===== config.mk =====
export PLATFORM = sky130hd
export DESIGN_NAME = bmd_cfg_regs_flat
export DESIGN_NICKNAME = d
export VERILOG_FILES = /design/src/hdl/bmd_pkg.sv /design/src/hdl/bmd_cfg_if.sv /design/src/hdl/bmd_cfg_regs.sv /design/src/flat_wrapper.sv
export SDC_FILE = /design/constraint.sdc
export NUM_CORES = 1
export LEC_CHECK = 0
export BUFFER_PORTS_ARGS = -buffer_cell sky130_fd_sc_hd__buf_2
export CAP_MARGIN = 20
export CORE_UTILIZATION = 52
export CTS_BUF_LIST = sky130_fd_sc_hd__clkbuf_8
export CTS_CLUSTER_DIAMETER = 50
export DETAILED_ROUTE_END_ITERATION = 10
export HOLD_SLACK_MARGIN = 0.15
export PLACE_DENSITY = 0.86
export SLEW_MARGIN = 20
export SYNTH_ARGS = -nofsm -noshare
export SYNTH_HDL_FRONTEND = slang
export SYNTH_SLANG_ARGS = --single-unit

===== constraint.sdc =====
create_clock -name clk -period 3 [get_ports clk]
set_input_delay 0.3 -clock clk [delete_from_list [all_inputs] [get_ports clk]]
set_output_delay 0.3 -clock clk [all_outputs]
set_load 0.01 [all_outputs]

===== src/hdl/bmd_pkg.sv =====
package bmd_pkg;

  // Default map limits.
  localparam int MAX_WIDTH_DEF  = 128;
  localparam int MAX_HEIGHT_DEF = 128;

  // Field widths of the channels.
  localparam int MODE_W     = 2;
  localparam int COORD_W    = 7;
  localparam int SIZE_W     = 8;
  localparam int CFG_IDX_W  = 8;
  localparam int CFG_DATA_W = 8;

  // Item modes.
  localparam logic [MODE_W-1:0] MODE_WRITE  = 2'd0;
  localparam logic [MODE_W-1:0] MODE_DILATE = 2'd1;
  localparam logic [MODE_W-1:0] MODE_READ   = 2'd2;

  // Configuration register indexes.
  localparam logic [CFG_IDX_W-1:0] REG_MAP_WIDTH  = 8'd0;
  localparam logic [CFG_IDX_W-1:0] REG_MAP_HEIGHT = 8'd1;
  localparam logic [CFG_IDX_W-1:0] REG_WRAP_X     = 8'd2;
  localparam logic [CFG_IDX_W-1:0] REG_WRAP_Y     = 8'd3;

  // Register reset values.
  localparam logic [SIZE_W-1:0] MAP_WIDTH_RST  = 8'd128;
  localparam logic [SIZE_W-1:0] MAP_HEIGHT_RST = 8'd128;

  // Effective map geometry after clamping, shared by the datapath units.
  typedef struct packed {
    logic [SIZE_W-1:0] width;
    logic [SIZE_W-1:0] height;
    logic              wrap_x;
    logic              wrap_y;
  } size_cfg_t;

endpackage


===== src/hdl/bmd_cfg_if.sv =====
interface bmd_cfg_if;
  logic                            valid;
  logic                            ready;
  logic [bmd_pkg::CFG_IDX_W-1:0]   idx;
  logic [bmd_pkg::CFG_DATA_W-1:0]  data;

  modport source (output valid, idx, data, input ready);
  modport sink (input valid, idx, data, output ready);
endinterface


===== src/hdl/bmd_cfg_regs.sv =====
module bmd_cfg_regs #(
  parameter int MAX_WIDTH  = bmd_pkg::MAX_WIDTH_DEF,
  parameter int MAX_HEIGHT = bmd_pkg::MAX_HEIGHT_DEF
) (
  input  logic               clk,
  input  logic               rst_n,
  bmd_cfg_if.sink            cfg_chan,
  output bmd_pkg::size_cfg_t size
);

  logic [bmd_pkg::SIZE_W-1:0] map_width_r;
  logic [bmd_pkg::SIZE_W-1:0] map_height_r;
  logic                       wrap_x_r;
  logic                       wrap_y_r;

  assign cfg_chan.ready = 1'b1;

  always_ff @(posedge clk) begin
    if (!rst_n) begin
      map_width_r  <= bmd_pkg::MAP_WIDTH_RST;
      map_height_r <= bmd_pkg::MAP_HEIGHT_RST;
      wrap_x_r     <= 1'b0;
      wrap_y_r     <= 1'b0;
    end else if (cfg_chan.valid) begin
      case (cfg_chan.idx)
        bmd_pkg::REG_MAP_WIDTH:  map_width_r  <= cfg_chan.data;
        bmd_pkg::REG_MAP_HEIGHT: map_height_r <= cfg_chan.data;
        bmd_pkg::REG_WRAP_X:     wrap_x_r     <= cfg_chan.data[0];
        bmd_pkg::REG_WRAP_Y:     wrap_y_r     <= cfg_chan.data[0];
        default: ;
      endcase
    end
  end

  // A size of zero acts as one and anything above the maximum acts as the maximum.
  always_comb begin
    if (map_width_r == '0) begin
      size.width = 8'd1;
    end else if ({24'd0, map_width_r} > 32'(MAX_WIDTH)) begin
      size.width = 8'(MAX_WIDTH);
    end else begin
      size.width = map_width_r;
    end
    if (map_height_r == '0) begin
      size.height = 8'd1;
    end else if ({24'd0, map_height_r} > 32'(MAX_HEIGHT)) begin
      size.height = 8'(MAX_HEIGHT);
    end else begin
      size.height = map_height_r;
    end
    size.wrap_x = wrap_x_r;
    size.wrap_y = wrap_y_r;
  end

endmodule


===== src/flat_wrapper.sv =====
// flat-port wrapper written by rule: the top's interface ports become plain ports
module bmd_cfg_regs_flat 
#(
  parameter int MAX_WIDTH  = bmd_pkg::MAX_WIDTH_DEF,
  parameter int MAX_HEIGHT = bmd_pkg::MAX_HEIGHT_DEF
)
  (clk, rst_n, size, cfg_chan_valid, cfg_chan_idx, cfg_chan_data, cfg_chan_ready);
  bmd_cfg_if cfg_chan_i ();
  input  logic clk;
  input  logic rst_n;
  output bmd_pkg::size_cfg_t size;
  input wire logic [$bits(cfg_chan_i.valid)-1:0] cfg_chan_valid;
  input wire logic [$bits(cfg_chan_i.idx)-1:0] cfg_chan_idx;
  input wire logic [$bits(cfg_chan_i.data)-1:0] cfg_chan_data;
  output wire logic [$bits(cfg_chan_i.ready)-1:0] cfg_chan_ready;
  assign cfg_chan_i.valid = cfg_chan_valid;
  assign cfg_chan_i.idx = cfg_chan_idx;
  assign cfg_chan_i.data = cfg_chan_data;
  assign cfg_chan_ready = cfg_chan_i.ready;
  bmd_cfg_regs #(.MAX_WIDTH(MAX_WIDTH), .MAX_HEIGHT(MAX_HEIGHT)) u_core (.clk(clk), .rst_n(rst_n), .cfg_chan(cfg_chan_i), .size(size));
endmodule

==> flow_metrics.py <==
metrics = {
    "yosys": {
        "ys_seq_elements": 18,
        "syn_inst": 99,
        "ys.flop_type": "dfxtp_1",
        "syn-cell-area_um2": 898,
        "yosys_warnings": 0,
        "synth-edff-count": 0,
        "syn_area_per_cell_um2": 9.07,
        "syn-num-nets": 118,
        "ys_seq_area_share_pct": 40.1,
        "synth_cell_type_count": 18,
        "ys_async_sr_fraction_pct": 0,
    },
    "worst_setup_path": {
        "regToRegSetupSlack_ps": 2240,
        "crit_arrival_ps": 1220,
        "critPathLaunch": "u_core.map_height_r[1]",
        "r2r_start": "u_core.map_height_r[7]",
        "start_kind": "flip-flop",
        "required_ps": 2700,
        "worstPathMaxFanout": 3,
        "worstSetupPathType": "flip-flop to output pin",
        "worst_setup_path_end_kind": "output pin",
    },
    "sta": {
        "finalMaxSlewViolations": 0,
        "tns_ps": 0,
        "post-route-period-util_pct": 50.8,
        "setup_viol": 0,
        "hold_viol_final": 0,
        "fin_crit_ps": 1520,
        "grt_setup_unrepaired": "no",
        "holdWs_ps": 332,
        "skew_ps": 0,
        "max_freq_mhz": 656,
    },
    "power": {
        "ir_drop_uv": 324,
        "p_per_area_mw_per_mm2": 422,
        "p_leak_uw": 0.000467,
    },
    "floorplanning": {
        "start_util_pct": 57.6,
        "die_area_mm2": 0.00190,
        "io_pins": 38,
        "die_x_um": 43.6,
        "core_area_mm2": 0.00156,
        "row_count": 14,
        "dieHeight_um": 43.6,
    },
    "placement": {
        "dp_hpwl_um": 1340,
        "globalplace.congestion": 0.690,
        "port_buffers": 36,
        "dp.cells": 141,
    },
    "cells_and_area": {
        "final_nets": 149,
        "diodes": 0,
        "final_cells": 145,
        "area_growth_pct": 21.2,
        "nFillCells": 129,
        "drive_gt1_share_pct": 32.6,
    },
    "clock_tree": {
        "numClockSinks": 18,
        "clk_latency_ps": 240,
        "ctsHtreeMaxLevel": 1,
        "clock_tree.root_cell": "clkbuf_8",
        "tritoncts": "built",
        "cts_max_path_buffers": 2,
        "postCtsSetupBuffers": 0,
        "path_clk_slew_ps": 70,
        "cts_resized": 0,
        "ctsHoldBuffers": 0,
        "numCtsBuffers": 3,
    },
    "status": {
        "outcome": "finished, violations left",
        "failed_checks": "design-rule violations",
    },
    "global_routing": {
        "grt-ovfl-total": 0,
        "antenna_found_initial": 0,
        "grt_pass1_vias": 667,
        "grt_use_total_pct": 19.5,
        "grt_pass1_wl_um": 2770,
        "grt_start_max_net_pins": 27,
    },
    "routing": {
        "routed-via-count": 735,
        "wl_um": 1720,
        "wl_per_cell_um": 11.9,
        "first_pass_iters": 7,
        "drt_iter0_drc": 13,
        "vias_per_cell": 5.07,
        "drt.antenna.violating_nets": 0,
        "drc": 2,
    },
    "hold_path": {
        "hold_class": "input port to flip-flop",
        "min_from": "cfg_chan_data[7]",
    },
    "run": {
        "maxCapViolCount": 0,
    },
}
[synth_stat cells (2+ instances only)]
library cell  instances  area, um2
a21oi_1               2       10.0
buf_4                 3       22.5
buf_6                 2       22.5
clkbuf_1              4       15.0
dfxtp_1              18        360
mux2i_1              18        180
nand2_1              23       86.3
nor2_1                4       15.0
nor2b_1              15       93.8
nor4_1                2       12.5
[worst max-delay path: stages (launching register included)]
cell and delay, ps:
dfxtp_1 320, nor4_1 330, a21oi_1 110, nor2_1 80
buf_2 130
[power breakdown]
group          switching [uW]  leakage, uW  internal (uW)
sequential              0.247     0.000145            239
clock                    75.3    0.0000288            116
combinational            15.4     0.000293           13.1
total                    90.9     0.000467            369
[per-stage QoR]
stage / instance area [um2] / setup WS (ps) / power [uW] / utilization (%)
after floorplan: 898 / 1800 / 259 / -
after global placement: 1030 / 1420 / 273 / 66.3
after detailed placement: 1030 / 1400 / 273 / 66.3
after CTS: 1090 / 1470 / 464 / 69.8
after global routing: 1090 / 1390 / 476 / 69.8
final: 1090 / 1480 / 460 / 69.8
[cell type report]
cell class	instances	area, um2	area share, %
Timing Repair Buffer	36	180	16.6
Sequential cell	18	360	33.1
Multi-Input combinational cell	71	473	43.4
Tap cell	16	20.0	1.84
Clock buffer	4	55.1	5.06
[per-layer routing]
layer  routed length [um]  share of wire (%)  vias to the layer above  GRT usage, %
li1                     -                  -                      381             -
met1                  771                 45                      335          23.4
met2                  881                 51                       17          33.7
met3                   57                3.3                        2          4.17
met4                    8               0.47                        0          8.13
met5                    0                  0                        -             0
[kinds of logic after synthesis]
family	count (synthesis)	share of synthesized area [%]
AO/OA/AOI/OAI	2	1.11
buffers and inverters	10	7.24
flip-flops	18	40.1
multiplexers	18	20.1
other	1	0.417
AND/OR/NAND/NOR	50	31.1
[path summary, 6_finish.rpt]
| check | endpoint | cells past startpoint |
|---|---|---|
| hold / removal | u_core.map_width_r[7] | 3 |
| setup / recovery | size[2] | 4 |
| hold reg to reg | u_core.wrap_x_r | 2 |
| setup reg to reg | u_core.map_height_r[7] | 2 |
[sequential cells by signal, indices dropped and copies added, names as in the netlist]
| signal | cells |
|---|---|
| u_core.wrap_y_r | 1 |
| u_core.map_height_r | 8 |
| u_core.map_width_r | 8 |
| u_core.wrap_x_r | 1 |
[placed cells by master (no fill, tap or decap)]
master,netlist,final
and4bb_1,1,1
clkbuf_8,0,4
nor4b_4,1,1
nor2b_1,15,15
and4b_1,1,1
conb_1,1,1
nor3_2,1,1
nand4_1,1,1
nor2_1,4,4
mux2i_1,18,18
nor4_1,2,2
nand2_1,23,23
nand4b_1,1,1
a21oi_1,2,2
buf_2,1,36
dfxtp_1,18,18
Power figures use the tool's default switching activity.
